[config.mk]
export PLATFORM = sky130hd
export DESIGN_NAME = dashed_line_rasterizer_top_flat
export DESIGN_NICKNAME = d
export VERILOG_FILES = /design/src/hw/rtl/dlr_pkg.sv /design/src/hw/rtl/dlr_if.sv /design/src/hw/rtl/dashed_line_rasterizer_top.sv /design/src/hw/rtl/dlr_cfg_regs.sv /design/src/hw/rtl/dlr_stepper.sv /design/src/flat_wrapper.sv
export SDC_FILE = /design/constraint.sdc
export NUM_CORES = 1
export LEC_CHECK = 0
export ABC_AREA = 1
export BUFFER_PORTS_ARGS = -buffer_cell sky130_fd_sc_hd__buf_4
export CORE_UTILIZATION = 40
export DETAILED_ROUTE_END_ITERATION = 8
export GPL_TIMING_DRIVEN = 0
export SYNTH_ARGS = -nofsm -noshare
export SYNTH_HDL_FRONTEND = slang
export SYNTH_SLANG_ARGS = --single-unit
[constraint.sdc]
create_clock -name clk -period 8.8 [get_ports clk]
set_input_delay 1.32 -clock clk [delete_from_list [all_inputs] [get_ports clk]]
set_output_delay 1.32 -clock clk [all_outputs]
set_load 0.05 [all_outputs]
[src/hw/rtl/dlr_pkg.sv]
package dlr_pkg;

  localparam int COORD_BITS_DEF = 10;
  localparam int DASH_BITS_DEF  = 8;
  localparam int PIXEL_W        = 32;
  localparam int CFG_DATA_W     = 32;
  localparam int CFG_IDX_W      = 3;

  typedef enum logic [CFG_IDX_W-1:0] {
    REG_START_X     = 3'd0,
    REG_START_Y     = 3'd1,
    REG_END_X       = 3'd2,
    REG_END_Y       = 3'd3,
    REG_PIXEL_VALUE = 3'd4,
    REG_DASH_PERIOD = 3'd5
  } cfg_reg_t;

endpackage

[src/hw/rtl/dlr_if.sv]
interface dlr_in_if;
  logic valid;
  logic ready;
  logic restart;

  modport source (output valid, output restart, input ready);
  modport sink   (input valid, input restart, output ready);
endinterface

interface dlr_out_if #(
  parameter int COORD_BITS = dlr_pkg::COORD_BITS_DEF
);
  logic                        valid;
  logic                        ready;
  logic [COORD_BITS-1:0]       pixel_x;
  logic [COORD_BITS-1:0]       pixel_y;
  logic [dlr_pkg::PIXEL_W-1:0] color_out;
  logic                        draw_flag;
  logic                        last_step;
  logic                        idle_flag;

  modport source (output valid, output pixel_x, output pixel_y, output color_out,
                  output draw_flag, output last_step, output idle_flag, input ready);
  modport sink   (input valid, input pixel_x, input pixel_y, input color_out,
                  input draw_flag, input last_step, input idle_flag, output ready);
endinterface

[src/hw/rtl/dashed_line_rasterizer_top.sv]
// dashed line rasterizer
// configuration: write start_x, start_y, end_x, end_y, pixel_value and
// dash_period through cfg_wr_en / cfg_index / cfg_data while the block is idle;
// endpoints take effect at the next restart, pixel value and dash period live
// input channel in_item: one item per tick; restart=1 reloads the line from
// the endpoints and visits its first pixel, restart=0 visits the next pixel
// output channel out_item: exactly one result per input item, carrying the
// pixel coordinate, color, dash draw flag, last-pixel flag and an idle flag
// for ticks with nothing left to visit (then all other fields are zero)
// result register: the result is valid in the cycle after its item is accepted
// throughput: one item per cycle; the whole bresenham step (error add,
// compare, coordinate increment, dash phase) sits between the line state
// registers and the result register
// stall: the result register holds while out_item.ready is low; a new item
// is still taken in the cycle the pending result leaves
// reset (rst_n, synchronous): configuration and line state clear to zero,
// the line is idle and no result is pending
module dashed_line_rasterizer_top #(
  parameter int COORD_BITS = dlr_pkg::COORD_BITS_DEF,
  parameter int DASH_BITS  = dlr_pkg::DASH_BITS_DEF
) (
  input  logic                           clk,
  input  logic                           rst_n,
  input  logic                           cfg_wr_en,
  input  logic [dlr_pkg::CFG_IDX_W-1:0]  cfg_index,
  input  logic [dlr_pkg::CFG_DATA_W-1:0] cfg_data,
  dlr_in_if.sink                         in_item,
  dlr_out_if.source                      out_item
);
  import dlr_pkg::*;

  logic [COORD_BITS-1:0] start_x, start_y, end_x, end_y;
  logic [PIXEL_W-1:0]    pixel_value;
  logic [DASH_BITS-1:0]  dash_period;

  dlr_cfg_regs #(
    .COORD_BITS (COORD_BITS),
    .DASH_BITS  (DASH_BITS)
  ) u_cfg_regs (
    .clk         (clk),
    .rst_n       (rst_n),
    .cfg_wr_en   (cfg_wr_en),
    .cfg_index   (cfg_index),
    .cfg_data    (cfg_data),
    .start_x     (start_x),
    .start_y     (start_y),
    .end_x       (end_x),
    .end_y       (end_y),
    .pixel_value (pixel_value),
    .dash_period (dash_period)
  );

  dlr_stepper #(
    .COORD_BITS (COORD_BITS),
    .DASH_BITS  (DASH_BITS)
  ) u_stepper (
    .clk         (clk),
    .rst_n       (rst_n),
    .start_x     (start_x),
    .start_y     (start_y),
    .end_x       (end_x),
    .end_y       (end_y),
    .pixel_value (pixel_value),
    .dash_period (dash_period),
    .in_item     (in_item),
    .out_item    (out_item)
  );

endmodule

[src/hw/rtl/dlr_cfg_regs.sv]
module dlr_cfg_regs #(
  parameter int COORD_BITS = dlr_pkg::COORD_BITS_DEF,
  parameter int DASH_BITS  = dlr_pkg::DASH_BITS_DEF
) (
  input  logic                           clk,
  input  logic                           rst_n,
  input  logic                           cfg_wr_en,
  input  logic [dlr_pkg::CFG_IDX_W-1:0]  cfg_index,
  input  logic [dlr_pkg::CFG_DATA_W-1:0] cfg_data,
  output logic [COORD_BITS-1:0]          start_x,
  output logic [COORD_BITS-1:0]          start_y,
  output logic [COORD_BITS-1:0]          end_x,
  output logic [COORD_BITS-1:0]          end_y,
  output logic [dlr_pkg::PIXEL_W-1:0]    pixel_value,
  output logic [DASH_BITS-1:0]           dash_period
);
  import dlr_pkg::*;

  logic [COORD_BITS-1:0] start_x_r, start_y_r, end_x_r, end_y_r;
  logic [PIXEL_W-1:0]    pixel_value_r;
  logic [DASH_BITS-1:0]  dash_period_r;

  always_ff @(posedge clk) begin
    if (!rst_n) begin
      start_x_r     <= '0;
      start_y_r     <= '0;
      end_x_r       <= '0;
      end_y_r       <= '0;
      pixel_value_r <= '0;
      dash_period_r <= '0;
    end else if (cfg_wr_en) begin
      unique case (cfg_reg_t'(cfg_index))
        REG_START_X:     start_x_r     <= cfg_data[COORD_BITS-1:0];
        REG_START_Y:     start_y_r     <= cfg_data[COORD_BITS-1:0];
        REG_END_X:       end_x_r       <= cfg_data[COORD_BITS-1:0];
        REG_END_Y:       end_y_r       <= cfg_data[COORD_BITS-1:0];
        REG_PIXEL_VALUE: pixel_value_r <= cfg_data[PIXEL_W-1:0];
        REG_DASH_PERIOD: dash_period_r <= cfg_data[DASH_BITS-1:0];
        default: ;
      endcase
    end
  end

  assign start_x     = start_x_r;
  assign start_y     = start_y_r;
  assign end_x       = end_x_r;
  assign end_y       = end_y_r;
  assign pixel_value = pixel_value_r;
  assign dash_period = dash_period_r;

endmodule

[src/hw/rtl/dlr_stepper.sv]
module dlr_stepper #(
  parameter int COORD_BITS = dlr_pkg::COORD_BITS_DEF,
  parameter int DASH_BITS  = dlr_pkg::DASH_BITS_DEF
) (
  input  logic                        clk,
  input  logic                        rst_n,
  input  logic [COORD_BITS-1:0]       start_x,
  input  logic [COORD_BITS-1:0]       start_y,
  input  logic [COORD_BITS-1:0]       end_x,
  input  logic [COORD_BITS-1:0]       end_y,
  input  logic [dlr_pkg::PIXEL_W-1:0] pixel_value,
  input  logic [DASH_BITS-1:0]        dash_period,
  dlr_in_if.sink                      in_item,
  dlr_out_if.source                   out_item
);
  import dlr_pkg::*;

  // line state
  logic [COORD_BITS-1:0] cur_x_r, cur_y_r, steps_left_r;
  logic [COORD_BITS:0]   error_accum_r;
  logic [DASH_BITS-1:0]  dash_phase_r;
  logic [COORD_BITS-1:0] delta_major_r, delta_minor_r;
  logic                  x_is_major_r, x_negative_r, y_negative_r;

  logic [COORD_BITS-1:0] cur_x_nxt, cur_y_nxt, steps_left_nxt;
  logic [COORD_BITS:0]   error_accum_nxt;
  logic [DASH_BITS-1:0]  dash_phase_nxt;
  logic [COORD_BITS-1:0] delta_major_nxt, delta_minor_nxt;
  logic                  x_is_major_nxt, x_negative_nxt, y_negative_nxt;

  // result register
  logic                  out_valid_r;
  logic [COORD_BITS-1:0] pixel_x_r, pixel_y_r;
  logic [PIXEL_W-1:0]    color_out_r;
  logic                  draw_flag_r, last_step_r, idle_flag_r;

  logic [COORD_BITS-1:0] dx, dy;
  logic [COORD_BITS-1:0] base_x, base_y, base_steps;
  logic [COORD_BITS:0]   base_err, err_sum;
  logic [DASH_BITS-1:0]  base_phase, phase_inc;
  logic                  active, draw, minor_step, step_x, step_y;
  logic                  accept;

  assign in_item.ready = !out_valid_r || out_item.ready;
  assign accept        = in_item.valid && in_item.ready;

  always_comb begin
    dx = '0;
    dy = '0;
    if (in_item.restart) begin
      x_negative_nxt  = end_x < start_x;
      y_negative_nxt  = end_y < start_y;
      dx              = x_negative_nxt ? start_x - end_x : end_x - start_x;
      dy              = y_negative_nxt ? start_y - end_y : end_y - start_y;
      x_is_major_nxt  = dx >= dy;
      delta_major_nxt = x_is_major_nxt ? dx : dy;
      delta_minor_nxt = x_is_major_nxt ? dy : dx;
      base_x          = start_x;
      base_y          = start_y;
      base_err        = {2'b00, delta_major_nxt[COORD_BITS-1:1]};
      base_steps      = delta_major_nxt;
      base_phase      = (dash_period > DASH_BITS'(1)) ? DASH_BITS'(1) : '0;
    end else begin
      x_negative_nxt  = x_negative_r;
      y_negative_nxt  = y_negative_r;
      x_is_major_nxt  = x_is_major_r;
      delta_major_nxt = delta_major_r;
      delta_minor_nxt = delta_minor_r;
      base_x          = cur_x_r;
      base_y          = cur_y_r;
      base_err        = error_accum_r;
      base_steps      = steps_left_r;
      base_phase      = dash_phase_r;
    end

    active = base_steps != '0;
    draw   = (dash_period == '0) || (base_phase >= (dash_period >> 1));

    err_sum    = base_err + {1'b0, delta_minor_nxt};
    minor_step = err_sum >= {1'b0, delta_major_nxt};
    step_x     = x_is_major_nxt || minor_step;
    step_y     = !x_is_major_nxt || minor_step;

    phase_inc = base_phase + DASH_BITS'(1);
    if (dash_period == '0 || phase_inc >= dash_period) begin
      phase_inc = '0;
    end

    if (active) begin
      cur_x_nxt       = !step_x ? base_x :
                        (x_negative_nxt ? base_x - COORD_BITS'(1) : base_x + COORD_BITS'(1));
      cur_y_nxt       = !step_y ? base_y :
                        (y_negative_nxt ? base_y - COORD_BITS'(1) : base_y + COORD_BITS'(1));
      error_accum_nxt = minor_step ? err_sum - {1'b0, delta_major_nxt} : err_sum;
      steps_left_nxt  = base_steps - COORD_BITS'(1);
      dash_phase_nxt  = phase_inc;
    end else begin
      cur_x_nxt       = base_x;
      cur_y_nxt       = base_y;
      error_accum_nxt = base_err;
      steps_left_nxt  = base_steps;
      dash_phase_nxt  = base_phase;
    end
  end

  always_ff @(posedge clk) begin
    if (!rst_n) begin
      cur_x_r       <= '0;
      cur_y_r       <= '0;
      error_accum_r <= '0;
      steps_left_r  <= '0;
      dash_phase_r  <= '0;
      delta_major_r <= '0;
      delta_minor_r <= '0;
      x_is_major_r  <= 1'b0;
      x_negative_r  <= 1'b0;
      y_negative_r  <= 1'b0;
      out_valid_r   <= 1'b0;
    end else begin
      if (accept) begin
        cur_x_r       <= cur_x_nxt;
        cur_y_r       <= cur_y_nxt;
        error_accum_r <= error_accum_nxt;
        steps_left_r  <= steps_left_nxt;
        dash_phase_r  <= dash_phase_nxt;
        delta_major_r <= delta_major_nxt;
        delta_minor_r <= delta_minor_nxt;
        x_is_major_r  <= x_is_major_nxt;
        x_negative_r  <= x_negative_nxt;
        y_negative_r  <= y_negative_nxt;
        out_valid_r   <= 1'b1;
      end else if (out_item.ready) begin
        out_valid_r   <= 1'b0;
      end
    end
  end

  always_ff @(posedge clk) begin
    if (accept) begin
      pixel_x_r   <= active ? base_x : '0;
      pixel_y_r   <= active ? base_y : '0;
      color_out_r <= active ? pixel_value : '0;
      draw_flag_r <= active && draw;
      last_step_r <= active && (base_steps == COORD_BITS'(1));
      idle_flag_r <= !active;
    end
  end

  assign out_item.valid     = out_valid_r;
  assign out_item.pixel_x   = pixel_x_r;
  assign out_item.pixel_y   = pixel_y_r;
  assign out_item.color_out = color_out_r;
  assign out_item.draw_flag = draw_flag_r;
  assign out_item.last_step = last_step_r;
  assign out_item.idle_flag = idle_flag_r;

  a_ready_when_empty: assert property (@(posedge clk) disable iff (!rst_n)
    !in_item.ready |-> out_valid_r)
    else $error("input stalled with empty result register");

  a_idle_result_clean: assert property (@(posedge clk) disable iff (!rst_n)
    out_valid_r && idle_flag_r |-> !draw_flag_r && !last_step_r &&
      pixel_x_r == '0 && pixel_y_r == '0 && color_out_r == '0)
    else $error("idle result carries payload");

  a_idle_stays_idle: assert property (@(posedge clk) disable iff (!rst_n)
    accept && !in_item.restart && steps_left_r == '0 |=> out_valid_r && idle_flag_r)
    else $error("advance past end of line gave a pixel");

  a_last_step_ends: assert property (@(posedge clk) disable iff (!rst_n)
    accept && !in_item.restart && steps_left_r == COORD_BITS'(1) |=>
      last_step_r && !idle_flag_r && steps_left_r == '0)
    else $error("final pixel not flagged or line not finished");

  // an idle tick leaves the phase alone, so only a restart or a visited pixel clears it
  a_phase_zero_solid: assert property (@(posedge clk) disable iff (!rst_n)
    accept && dash_period == '0 && (in_item.restart || steps_left_r != '0) |=>
      dash_phase_r == '0)
    else $error("dash phase moved on a solid line");

endmodule
[src/flat_wrapper.sv]
// flat-port wrapper written by rule: the top's interface ports become plain ports
module dashed_line_rasterizer_top_flat import dlr_pkg::*;
#(
  parameter int COORD_BITS = dlr_pkg::COORD_BITS_DEF,
  parameter int DASH_BITS  = dlr_pkg::DASH_BITS_DEF
)
  (clk, rst_n, cfg_wr_en, cfg_index, cfg_data, in_item_valid, in_item_restart, in_item_ready, out_item_valid, out_item_pixel_x, out_item_pixel_y, out_item_color_out, out_item_draw_flag, out_item_last_step, out_item_idle_flag, out_item_ready);
  dlr_in_if in_item_i ();
  dlr_out_if #(.COORD_BITS(COORD_BITS)) out_item_i ();
  input  logic clk;
  input  logic rst_n;
  input  logic cfg_wr_en;
  input  logic [dlr_pkg::CFG_IDX_W-1:0] cfg_index;
  input  logic [dlr_pkg::CFG_DATA_W-1:0] cfg_data;
  input wire logic [$bits(in_item_i.valid)-1:0] in_item_valid;
  input wire logic [$bits(in_item_i.restart)-1:0] in_item_restart;
  output wire logic [$bits(in_item_i.ready)-1:0] in_item_ready;
  output wire logic [$bits(out_item_i.valid)-1:0] out_item_valid;
  output wire logic [$bits(out_item_i.pixel_x)-1:0] out_item_pixel_x;
  output wire logic [$bits(out_item_i.pixel_y)-1:0] out_item_pixel_y;
  output wire logic [$bits(out_item_i.color_out)-1:0] out_item_color_out;
  output wire logic [$bits(out_item_i.draw_flag)-1:0] out_item_draw_flag;
  output wire logic [$bits(out_item_i.last_step)-1:0] out_item_last_step;
  output wire logic [$bits(out_item_i.idle_flag)-1:0] out_item_idle_flag;
  input wire logic [$bits(out_item_i.ready)-1:0] out_item_ready;
  assign in_item_i.valid = in_item_valid;
  assign in_item_i.restart = in_item_restart;
  assign in_item_ready = in_item_i.ready;
  assign out_item_valid = out_item_i.valid;
  assign out_item_pixel_x = out_item_i.pixel_x;
  assign out_item_pixel_y = out_item_i.pixel_y;
  assign out_item_color_out = out_item_i.color_out;
  assign out_item_draw_flag = out_item_i.draw_flag;
  assign out_item_last_step = out_item_i.last_step;
  assign out_item_idle_flag = out_item_i.idle_flag;
  assign out_item_i.ready = out_item_ready;
  dashed_line_rasterizer_top #(.COORD_BITS(COORD_BITS), .DASH_BITS(DASH_BITS)) u_core (.clk(clk), .rst_n(rst_n), .cfg_wr_en(cfg_wr_en), .cfg_index(cfg_index), .cfg_data(cfg_data), .in_item(in_item_i), .out_item(out_item_i));
endmodule
==> results of run 1 <==
## final cells by class
type,instances,area [sq um]
fill,3519,18300
timing repair buffer,97,741
multi-input combinational,1455,7750
buffer,86,385
clock buffer,28,667
tap,455,569
inverter,293,1100
clock inverter,18,189
sequential,208,4710
## placed cells by master, fill, tap and decap left out, drive strengths merged
cell,count
nand2,527
inv,295
a21oi,205
nor2,166
nand3,164
o21ai,160
dfxtp,153
buf,127
ha,102
clkbuf,84
edfxtp,55
xor2,35
nand4,21
xnor2,15
clkinv,12
o211ai,8
fa,8
a211oi,6
o21a,5
o221ai,5
a31oi,5
a21o,4
nor3,4
or2,3
nor4,3
a22oi,2
nand3b,2
bufinv,2
clkinvlp,2
and2,1
o21bai,1
o22ai,1
a21boi,1
xnor3,1
## cell families (layout without fill, tap and decap cells)
logic type      count (synthesis)  count (layout)  synth area share [%]
fa+ha+maj                     110             110                  10.3
simple gates                  891             891                  26.8
compound gates                403             403                  15.2
xor+xnor                       51              51                  3.30
flops                         208             208                  33.8
buf+inv                       379             522                  10.6
## final timing paths
kind                                        to  depth (start not counted)  slack (ns)                        startpoint
max reg2reg  u_core.u_stepper.error_accum_r[2]                         45        0.80      u_core.u_cfg_regs.start_x[0]
max          u_core.u_stepper.error_accum_r[2]                         45        0.80      u_core.u_cfg_regs.start_x[0]
min           u_core.u_cfg_regs.pixel_value[3]                          2        0.45  u_core.u_cfg_regs.pixel_value[3]
min reg2reg   u_core.u_cfg_regs.pixel_value[3]                          2        0.45  u_core.u_cfg_regs.pixel_value[3]
## state kept, by name (all words and copies together) (netlist names), 10 cells and up
signal                               flops
u_core.u_cfg_regs.pixel_value           32
u_core.u_stepper.out_item.color_out     32
u_core.u_stepper.error_accum_r          11
u_core.u_cfg_regs.end_x                 10
u_core.u_cfg_regs.end_y                 10
u_core.u_cfg_regs.start_x               10
u_core.u_cfg_regs.start_y               10
u_core.u_stepper.cur_x_r                10
u_core.u_stepper.cur_y_r                10
u_core.u_stepper.delta_major_r          10
u_core.u_stepper.delta_minor_r          10
u_core.u_stepper.out_item.pixel_x       10
u_core.u_stepper.out_item.pixel_y       10
u_core.u_stepper.steps_left_r           10
## metrics by stage
stage | std cells | utilization, % | hold WS (ns) | setup slack, ns | power [uW]
2_1_floorplan | 2042 | - | 0.428 | 2.86 | 4180
3_3_place_gp | 2593 | 44.2 | 0.440 | 0.940 | 5170
3_5_place_dp | 2594 | 44.3 | 0.444 | 0.995 | 5200
4_1_cts | 2640 | 46.8 | 0.453 | 0.940 | 6300
5_1_grt | 2640 | 46.8 | 0.471 | 0.186 | 6910
6_report | 2640 | 46.8 | 0.452 | 0.800 | 6340
## per-layer routing
layer  vias up  part of all wire, %  global-route usage (%)  routed length (um)
li1       6861                    -                       -                   -
met4         0                  4.3                    10.7                1950
met1      6301                   45                    33.2               20400
met3        83                  5.0                    2.63                2280
met5         -                    0                       0                   0
met2       407                   46                    43.3               21100
## report_power, final
group | leakage, uW | internal [uW] | total, uW | switching, uW
combinational | 0.00562 | 1360 | 4080 | 2730
sequential | 0.00181 | 1120 | 1170 | 50.1
clock | 0.000423 | 617 | 1080 | 467
## critical path: cells and delay by family, from the launching register on
family / cells / cell delay, ns
AO/OA/AOI/OAI: 7 / 1.17
flip-flops: 1 / 0.31
XOR/XNOR: 1 / 0.27
adder cells (fa/ha/maj): 5 / 1.53
buffers and inverters: 9 / 1.53
AND/OR/NAND/NOR: 23 / 3.05
==> results.py, run 1 <==
metrics = {
    "critical_path": {
        "slowest_delay_ns": 0.58,
        "crit_type": "reg2reg",
        "cpMostUsedCell": "nand2_1",
        "crit_path_end_kind": "flip-flop",
        "critPathMaxFanout": 10,
        "cp.arrival_ns": 8.42,
        "critPathLaunchType": "flip-flop",
        "required_ns": 9.22,
        "slowest_stage": "nor2_1",
    },
    "cts": {
        "clock_sinks": 208,
        "hold_buffers": 0,
        "clk_pin_slew_ns": 0.07,
        "cts_setup_buffers": 0,
        "cts_buffers": 25,
        "clockBufferDepth": 3,
        "h-tree-depth": 1,
        "cts_resized": 0,
        "cts_tree": "yes",
        "clk_latency_ns": 0.55,
        "root_buffer": "clkbuf_16",
    },
    "placement": {
        "dp_hpwl_um": 35400,
        "placed_area_sq_um": 15300,
        "io_buffers": 96,
        "gp_congestion": 0.947,
    },
    "floorplanning": {
        "die_h_um": 189,
        "dieArea_sq_um": 35600,
        "start_util_pct": 40.5,
        "pin_count": 98,
        "core_area_sq_um": 34500,
        "dieWidth_um": 189,
        "rows": 68,
    },
    "synthesis": {
        "netlist_top_cells_area": "dfxtp_1, nand2_1, edfxtp_1, ha_1, inv_1",
        "ys.flop_type": "dfxtp_1",
        "ys_warn_count": 0,
        "ys_ff_latch": 208,
        "synth.top_cell.area_share_pct": 22.0,
        "synth_edf_count": 55,
        "synthCells": 2042,
        "synth_top_cell_by_area": "dfxtp_1",
        "ys_seq_area_share_pct": 33.8,
        "synthMostInstantiatedCell": "nand2_1",
        "synth_commonest_cells": "nand2_1, inv_1, a21oi_1, nor2_1, o21ai_0",
        "syn_nets": 2193,
        "ys_types": 46,
        "syn_area_sq_um": 14000,
        "synth-async-reset-ratio_pct": 0,
        "synth_area_per_cell_sq_um": 6.83,
    },
    "routing": {
        "wl_per_cell_um": 17.3,
        "postRouteAntennaNets": 0,
        "dr.first_iter.drc_count": 1073,
        "first_pass_iters": 6,
        "num_vias": 13700,
        "via_per_inst": 5.17,
        "drt_wl_total_um": 45700,
        "drc": 0,
    },
    "cells_and_area": {
        "syn2layout_area_growth_pct": 15.6,
        "stdcell_area_sq_um": 16100,
        "drive_gt1_share_pct": 9.34,
        "antenna_cells": 0,
        "nets": 2317,
    },
    "sta": {
        "slew_viol_final": 0,
        "min_period_ns": 8.00,
        "period_share_pct": 90.9,
        "finalClockSkew_ns": 0.0123,
        "fmax_mhz": 125,
        "timing.max_slew.rel_slack_pct": 35.5,
        "rsz0062_at_grt": "no",
        "setup_viol": 0,
        "worst_pin_slew_ns": 0.961,
        "setup_tns_ns": 0,
        "final_hold_viol_count": 0,
    },
    "power_and_ir_drop": {
        "p_per_area_nw_per_um2": 393,
        "p_leak_uw": 0.00785,
        "ir_drop_uv": 538,
    },
    "min_path": {
        "hold_class": "reg2reg",
    },
    "global_route": {
        "antenna_found_initial": 1,
        "grt_pass1_wl_um": 71600,
        "grt_pass1_vias": 13000,
        "grt_max_degree": 40,
        "grtUsageTotal_pct": 25.6,
        "grt_overflow": 0,
    },
    "flow_run": {
        "drv_cap": 0,
    },
    "outcome": {
        "status": "completed",
    },
}
Power figures use the tool's default switching activity.
==> inputs of run 2 (changes only) <==
--- a/config.mk
+++ b/config.mk
@@ -7,9 +7,10 @@
 export LEC_CHECK = 0
 export ABC_AREA = 1
 export BUFFER_PORTS_ARGS = -buffer_cell sky130_fd_sc_hd__buf_4
-export CORE_UTILIZATION = 40
+export CORE_UTILIZATION = 51
 export DETAILED_ROUTE_END_ITERATION = 8
 export GPL_TIMING_DRIVEN = 0
+export PLACE_DENSITY = 0.69
 export SYNTH_ARGS = -nofsm -noshare
 export SYNTH_HDL_FRONTEND = slang
 export SYNTH_SLANG_ARGS = --single-unit
==> run 2 against run 1 <==
Compared with the run above:
- first-iteration DRC count increased by 9.2%
- clock power barely moved
- critical path depth shrank 2
- clock skew rose by 0.0039 ns
- flip-flop and latch count is the same
- non-clock buffer count shrank 1
- routed wire length decreased by 3.3%
==> results.py, run 2 (same netlist as run 1, synthesis figures left out) <==
metrics = {
    "outcome": {
        "status": "completed",
    },
    "cts": {
        "clk_pin_slew_ns": 0.07,
        "cts_setup_buffers": 0,
        "cts_tree": "yes",
        "clk_latency_ns": 0.53,
        "cts_buffers": 24,
        "cts_resized": 0,
        "clockBufferDepth": 3,
        "hold_buffers": 0,
        "h-tree-depth": 1,
        "clock_sinks": 208,
        "root_buffer": "clkbuf_16",
    },
    "routing": {
        "via_per_inst": 5.47,
        "num_vias": 13800,
        "dr.first_iter.drc_count": 1172,
        "drt_wl_total_um": 44200,
        "drc": 0,
        "postRouteAntennaNets": 0,
        "first_pass_iters": 5,
        "wl_per_cell_um": 17.5,
    },
    "cells_and_area": {
        "antenna_cells": 0,
        "layout_commonest_cell": "nand2_1",
        "drive_gt1_share_pct": 8.85,
        "final_util_pct": 59.3,
        "syn2layout_area_growth_pct": 14.3,
        "nets": 2315,
        "layout_common_cells": "nand2_1, inv_1, a21oi_1",
    },
    "min_path": {
        "whs_path_depth": 2,
        "hold_class": "reg2reg",
    },
    "critical_path": {
        "slowest_delay_ns": 0.61,
        "crit_type": "reg2reg",
        "cpMostUsedCell": "nand2_1",
        "required_ns": 9.19,
        "critPathLaunchType": "flip-flop",
        "critPathMaxFanout": 10,
        "ff2ff_path_depth": 43,
        "cp.arrival_ns": 8.34,
        "slowest_stage": "nor2_1",
        "crit_path_end_kind": "flip-flop",
    },
    "global_route": {
        "grt_pass1_wl_um": 69300,
        "grtUsageTotal_pct": 31.4,
        "grt_overflow": 0,
        "grt_max_degree": 65,
        "grt_pass1_vias": 13100,
        "antenna_found_initial": 1,
    },
    "sta": {
        "slew_viol_final": 0,
        "timing.max_slew.rel_slack_pct": 33.4,
        "layout_setup_ws_ns": 0.844,
        "period_share_pct": 90.4,
        "min_period_ns": 7.96,
        "fmax_mhz": 126,
        "rsz0062_at_grt": "no",
        "finalClockSkew_ns": 0.0162,
        "setup_viol": 0,
        "worst_pin_slew_ns": 0.992,
        "setup_tns_ns": 0,
        "final_hold_viol_count": 0,
    },
    "placement": {
        "gp_congestion": 0.937,
        "io_buffers": 96,
        "place_worst_setup_slack_ns": 1.05,
        "dp_hpwl_um": 33800,
    },
    "power_and_ir_drop": {
        "ir_drop_uv": 747,
        "p_leak_uw": 0.00782,
        "p_per_area_nw_per_um2": 396,
    },
    "floorplanning": {
        "dieWidth_um": 167,
        "start_util_pct": 51.9,
        "die_h_um": 167,
        "pin_count": 98,
        "dieArea_sq_um": 28000,
        "core_area_sq_um": 26900,
        "rows": 60,
    },
    "flow_run": {
        "drv_cap": 0,
    },
}
[run 2: changes by cell type in the layout (fill, tap and decap cells not counted)]
cell,delta
buf_12,-1
bufinv_16,+3
clkbuf_1,+6
clkbuf_8,-3
clkinv_1,+2
clkinv_2,-1
clkinv_4,-3
inv_16,-1
inv_4,-2
inv_6,-3
[run 2: final cells by class]
cell class / instances / area [sq um]
timing repair buffer: 96 / 721
clock inverter: 13 / 196
clock buffer: 31 / 648
tap: 341 / 427
sequential: 208 / 4710
multi-input combinational: 1455 / 7750
buffer: 86 / 385
fill: 2624 / 10900
inverter: 293 / 1100
[run 2: per-layer routing]
metal	wire length [um]	global-route usage (%)	vias to the layer above
li1	-	-	6862
met3	3440	3.97	106
met2	20100	53.1	547
met4	2130	14.6	2
met1	18500	39.9	6294
met5	15	0	-
[run 2: power by group]
group | switching [uW] | total (uW) | internal (uW)
clock | 417 | 1080 | 666
combinational | 2710 | 4060 | 1350
sequential | 51.8 | 1180 | 1130
total | 3170 | 6320 | 3150
[run 2: final timing paths]
kind                                           from                                end  slack, ns
setup / recovery       u_core.u_cfg_regs.start_x[0]  u_core.u_stepper.error_accum_r[0]       0.84
hold reg to reg   u_core.u_cfg_regs.pixel_value[15]  u_core.u_cfg_regs.pixel_value[15]       0.45
hold / removal    u_core.u_cfg_regs.pixel_value[15]  u_core.u_cfg_regs.pixel_value[15]       0.45
setup reg to reg       u_core.u_cfg_regs.start_x[0]  u_core.u_stepper.error_accum_r[0]       0.84
[run 2: critical path: cells and delay by family (launching register included)]
family	cells	cell delay [ns]
buf+inv	8	1.41
fa+ha+maj	5	1.54
flops	1	0.32
simple gates	18	2.43
xor+xnor	1	0.36
compound gates	11	1.76
[run 2: through the flow]
stage                     instances  hold WS [ns]  cell area, sq um  power [uW]
final                          2523         0.452             15900        6320
after global placement         2479         0.439             15100        5140
after CTS                      2523         0.456             15900        6260
after detailed placement       2479         0.446             15100        5180
after floorplan                2042         0.428             14000        4180
after global routing           2523         0.476             15900        6870
==> inputs of run 3 (changes only) <==
--- a/config.mk
+++ b/config.mk
@@ -10,7 +10,8 @@
 export CORE_UTILIZATION = 51
 export DETAILED_ROUTE_END_ITERATION = 8
 export GPL_TIMING_DRIVEN = 0
-export PLACE_DENSITY = 0.69
+export MAX_ROUTING_LAYER = met4
+export PLACE_DENSITY = 0.71
 export SYNTH_ARGS = -nofsm -noshare
 export SYNTH_HDL_FRONTEND = slang
 export SYNTH_SLANG_ARGS = --single-unit
==> run 3 against run 2 <==
Compared with the run above:
- worst setup slack better by 0.16 ns
- core utilization down 0.44 points
- power down 3.0%
- sequential share of layout area up 0.22 points
- design area down 0.74%
- non-clock buffer count unchanged
- critical endpoint is now u_core.u_stepper.error_accum_r[1]
- largest power group unchanged
==> results.py, run 3 (same netlist as run 1, synthesis figures left out) <==
metrics = {
    "sta": {
        "timing.max_slew.rel_slack_pct": 36.3,
        "setup_viol": 0,
        "fin_hold_ws_ns": 0.455,
        "fmax_mhz": 128,
        "slew_viol_final": 0,
        "finalClockSkew_ns": 0.0117,
        "final_hold_viol_count": 0,
        "min_period_ns": 7.80,
        "rsz0062_at_grt": "no",
        "setup_tns_ns": 0,
        "worst_pin_slew_ns": 0.955,
        "period_share_pct": 88.6,
    },
    "cts": {
        "h-tree-depth": 1,
        "hold_buffers": 0,
        "clk_latency_ns": 0.51,
        "root_buffer": "clkbuf_16",
        "cts_tree": "yes",
        "clock_sinks": 208,
        "cts_buffers": 23,
        "clockBufferDepth": 3,
        "clk_pin_slew_ns": 0.06,
    },
    "cells_and_area": {
        "antenna_cells": 0,
        "drive_gt1_share_pct": 8.86,
        "layout.area.seq_sq_um": 4710,
        "final_cells": 2520,
        "layout_common_cells": "nand2_1, inv_1, a21oi_1",
        "nets": 2314,
        "multi_input_area_sq_um": 7760,
        "syn2layout_area_growth_pct": 13.5,
        "layout_commonest_cell": "nand2_1",
        "nFillCells": 2626,
    },
    "routing": {
        "num_vias": 13800,
        "via_per_inst": 5.48,
        "wl_per_cell_um": 17.4,
        "first_pass_iters": 5,
        "dr.first_iter.drc_count": 1179,
        "drt_wl_total_um": 44000,
        "drc": 0,
        "postRouteAntennaNets": 0,
    },
    "global_route": {
        "grt.met3_usage_pct": 4.75,
        "grt_pass1_vias": 13100,
        "grtUsageTotal_pct": 32.6,
        "grt_pass1_wl_um": 69700,
        "gr-usage-met2_pct": 54.3,
        "grt_max_degree": 65,
        "antenna_found_initial": 0,
        "grt_most_used_layer": "met2",
        "use_met1_pct": 39.8,
        "grt_overflow": 0,
    },
    "critical_path": {
        "crit_type": "reg2reg",
        "cp.arrival_ns": 8.15,
        "slowest_delay_ns": 0.48,
        "slowest_stage": "fa_1",
        "critPathMaxFanout": 10,
        "critPathLaunchType": "flip-flop",
        "crit_path_end_kind": "flip-flop",
        "required_ns": 9.16,
        "cpMostUsedCell": "nand2_1",
    },
    "power_and_ir_drop": {
        "ir_drop_uv": 621,
        "p_leak_uw": 0.00777,
        "p_per_area_nw_per_um2": 387,
    },
    "placement": {
        "placed_cells": 2479,
        "dp_hpwl_um": 34100,
        "gp_congestion": 0.966,
        "io_buffers": 96,
    },
    "floorplanning": {
        "pin_count": 98,
        "rows": 60,
        "dieArea_sq_um": 28000,
        "dieWidth_um": 167,
        "core_area_sq_um": 26900,
        "die_h_um": 167,
        "start_util_pct": 51.9,
    },
    "outcome": {
        "status": "completed",
    },
    "min_path": {
        "hold_class": "reg2reg",
    },
    "flow_run": {
        "drv_cap": 0,
    },
}
## run 3: report_power, final
group	total [uW]	leakage, uW	switching, uW	internal, uW
sequential	1180	0.00181	52.5	1130
clock	935	0.000359	398	537
combinational	4020	0.00561	2670	1350
total	6130	0.00777	3120	3010
## run 3: layout make-up
class | count | share of cell area, %
multi-input cells | 1455 | 49.0
flip-flops and latches | 208 | 29.8
inverters | 293 | 6.96
repair buffers | 96 | 4.55
clock buffers | 31 | 4.02
well taps | 341 | 2.70
plain buffers | 86 | 2.43
clock inverters | 10 | 0.561
## run 3: routing by layer
layer	vias to the layer above	share of wire, %
li1	6856	-
met1	6379	42
met2	486	47
met3	91	7.6
met4	0	3.8
met5	-	0
## run 3: stage by stage
stage	power (uW)	utilization [%]	cell area [sq um]	setup slack [ns]
after floorplan	4180	-	14000	2.86
after global placement	5110	56.2	15100	1.06
after detailed placement	5160	56.2	15100	1.04
after CTS	6100	58.9	15800	1.00
after global routing	6680	58.9	15800	0.153
final	6130	58.9	15800	1.00
## run 3: path summary, 6_finish.rpt
path | end | startpoint | slack [ns] | cells past startpoint
worst max-delay path | u_core.u_stepper.error_accum_r[1] | u_core.u_cfg_regs.start_x[0] | 1.00 | 43
worst max register to register | u_core.u_stepper.error_accum_r[1] | u_core.u_cfg_regs.start_x[0] | 1.00 | 43
worst min register to register | u_core.u_cfg_regs.pixel_value[10] | u_core.u_cfg_regs.pixel_value[10] | 0.46 | 2
worst min-delay path | u_core.u_cfg_regs.pixel_value[10] | u_core.u_cfg_regs.pixel_value[10] | 0.46 | 2
## run 3: timing repair
action,4_1_cts,5_1_grt
gates resized for setup,0,1
setup buffers,0,0
setup endpoints to repair,0,1
## run 3: worst max-delay path: cells and delay by family, from the launching register on
family	cells	cell delay, ns
compound gates	11	2.00
xor+xnor	1	0.21
flops	1	0.32
fa+ha+maj	5	1.46
simple gates	18	2.23
buf+inv	8	1.39
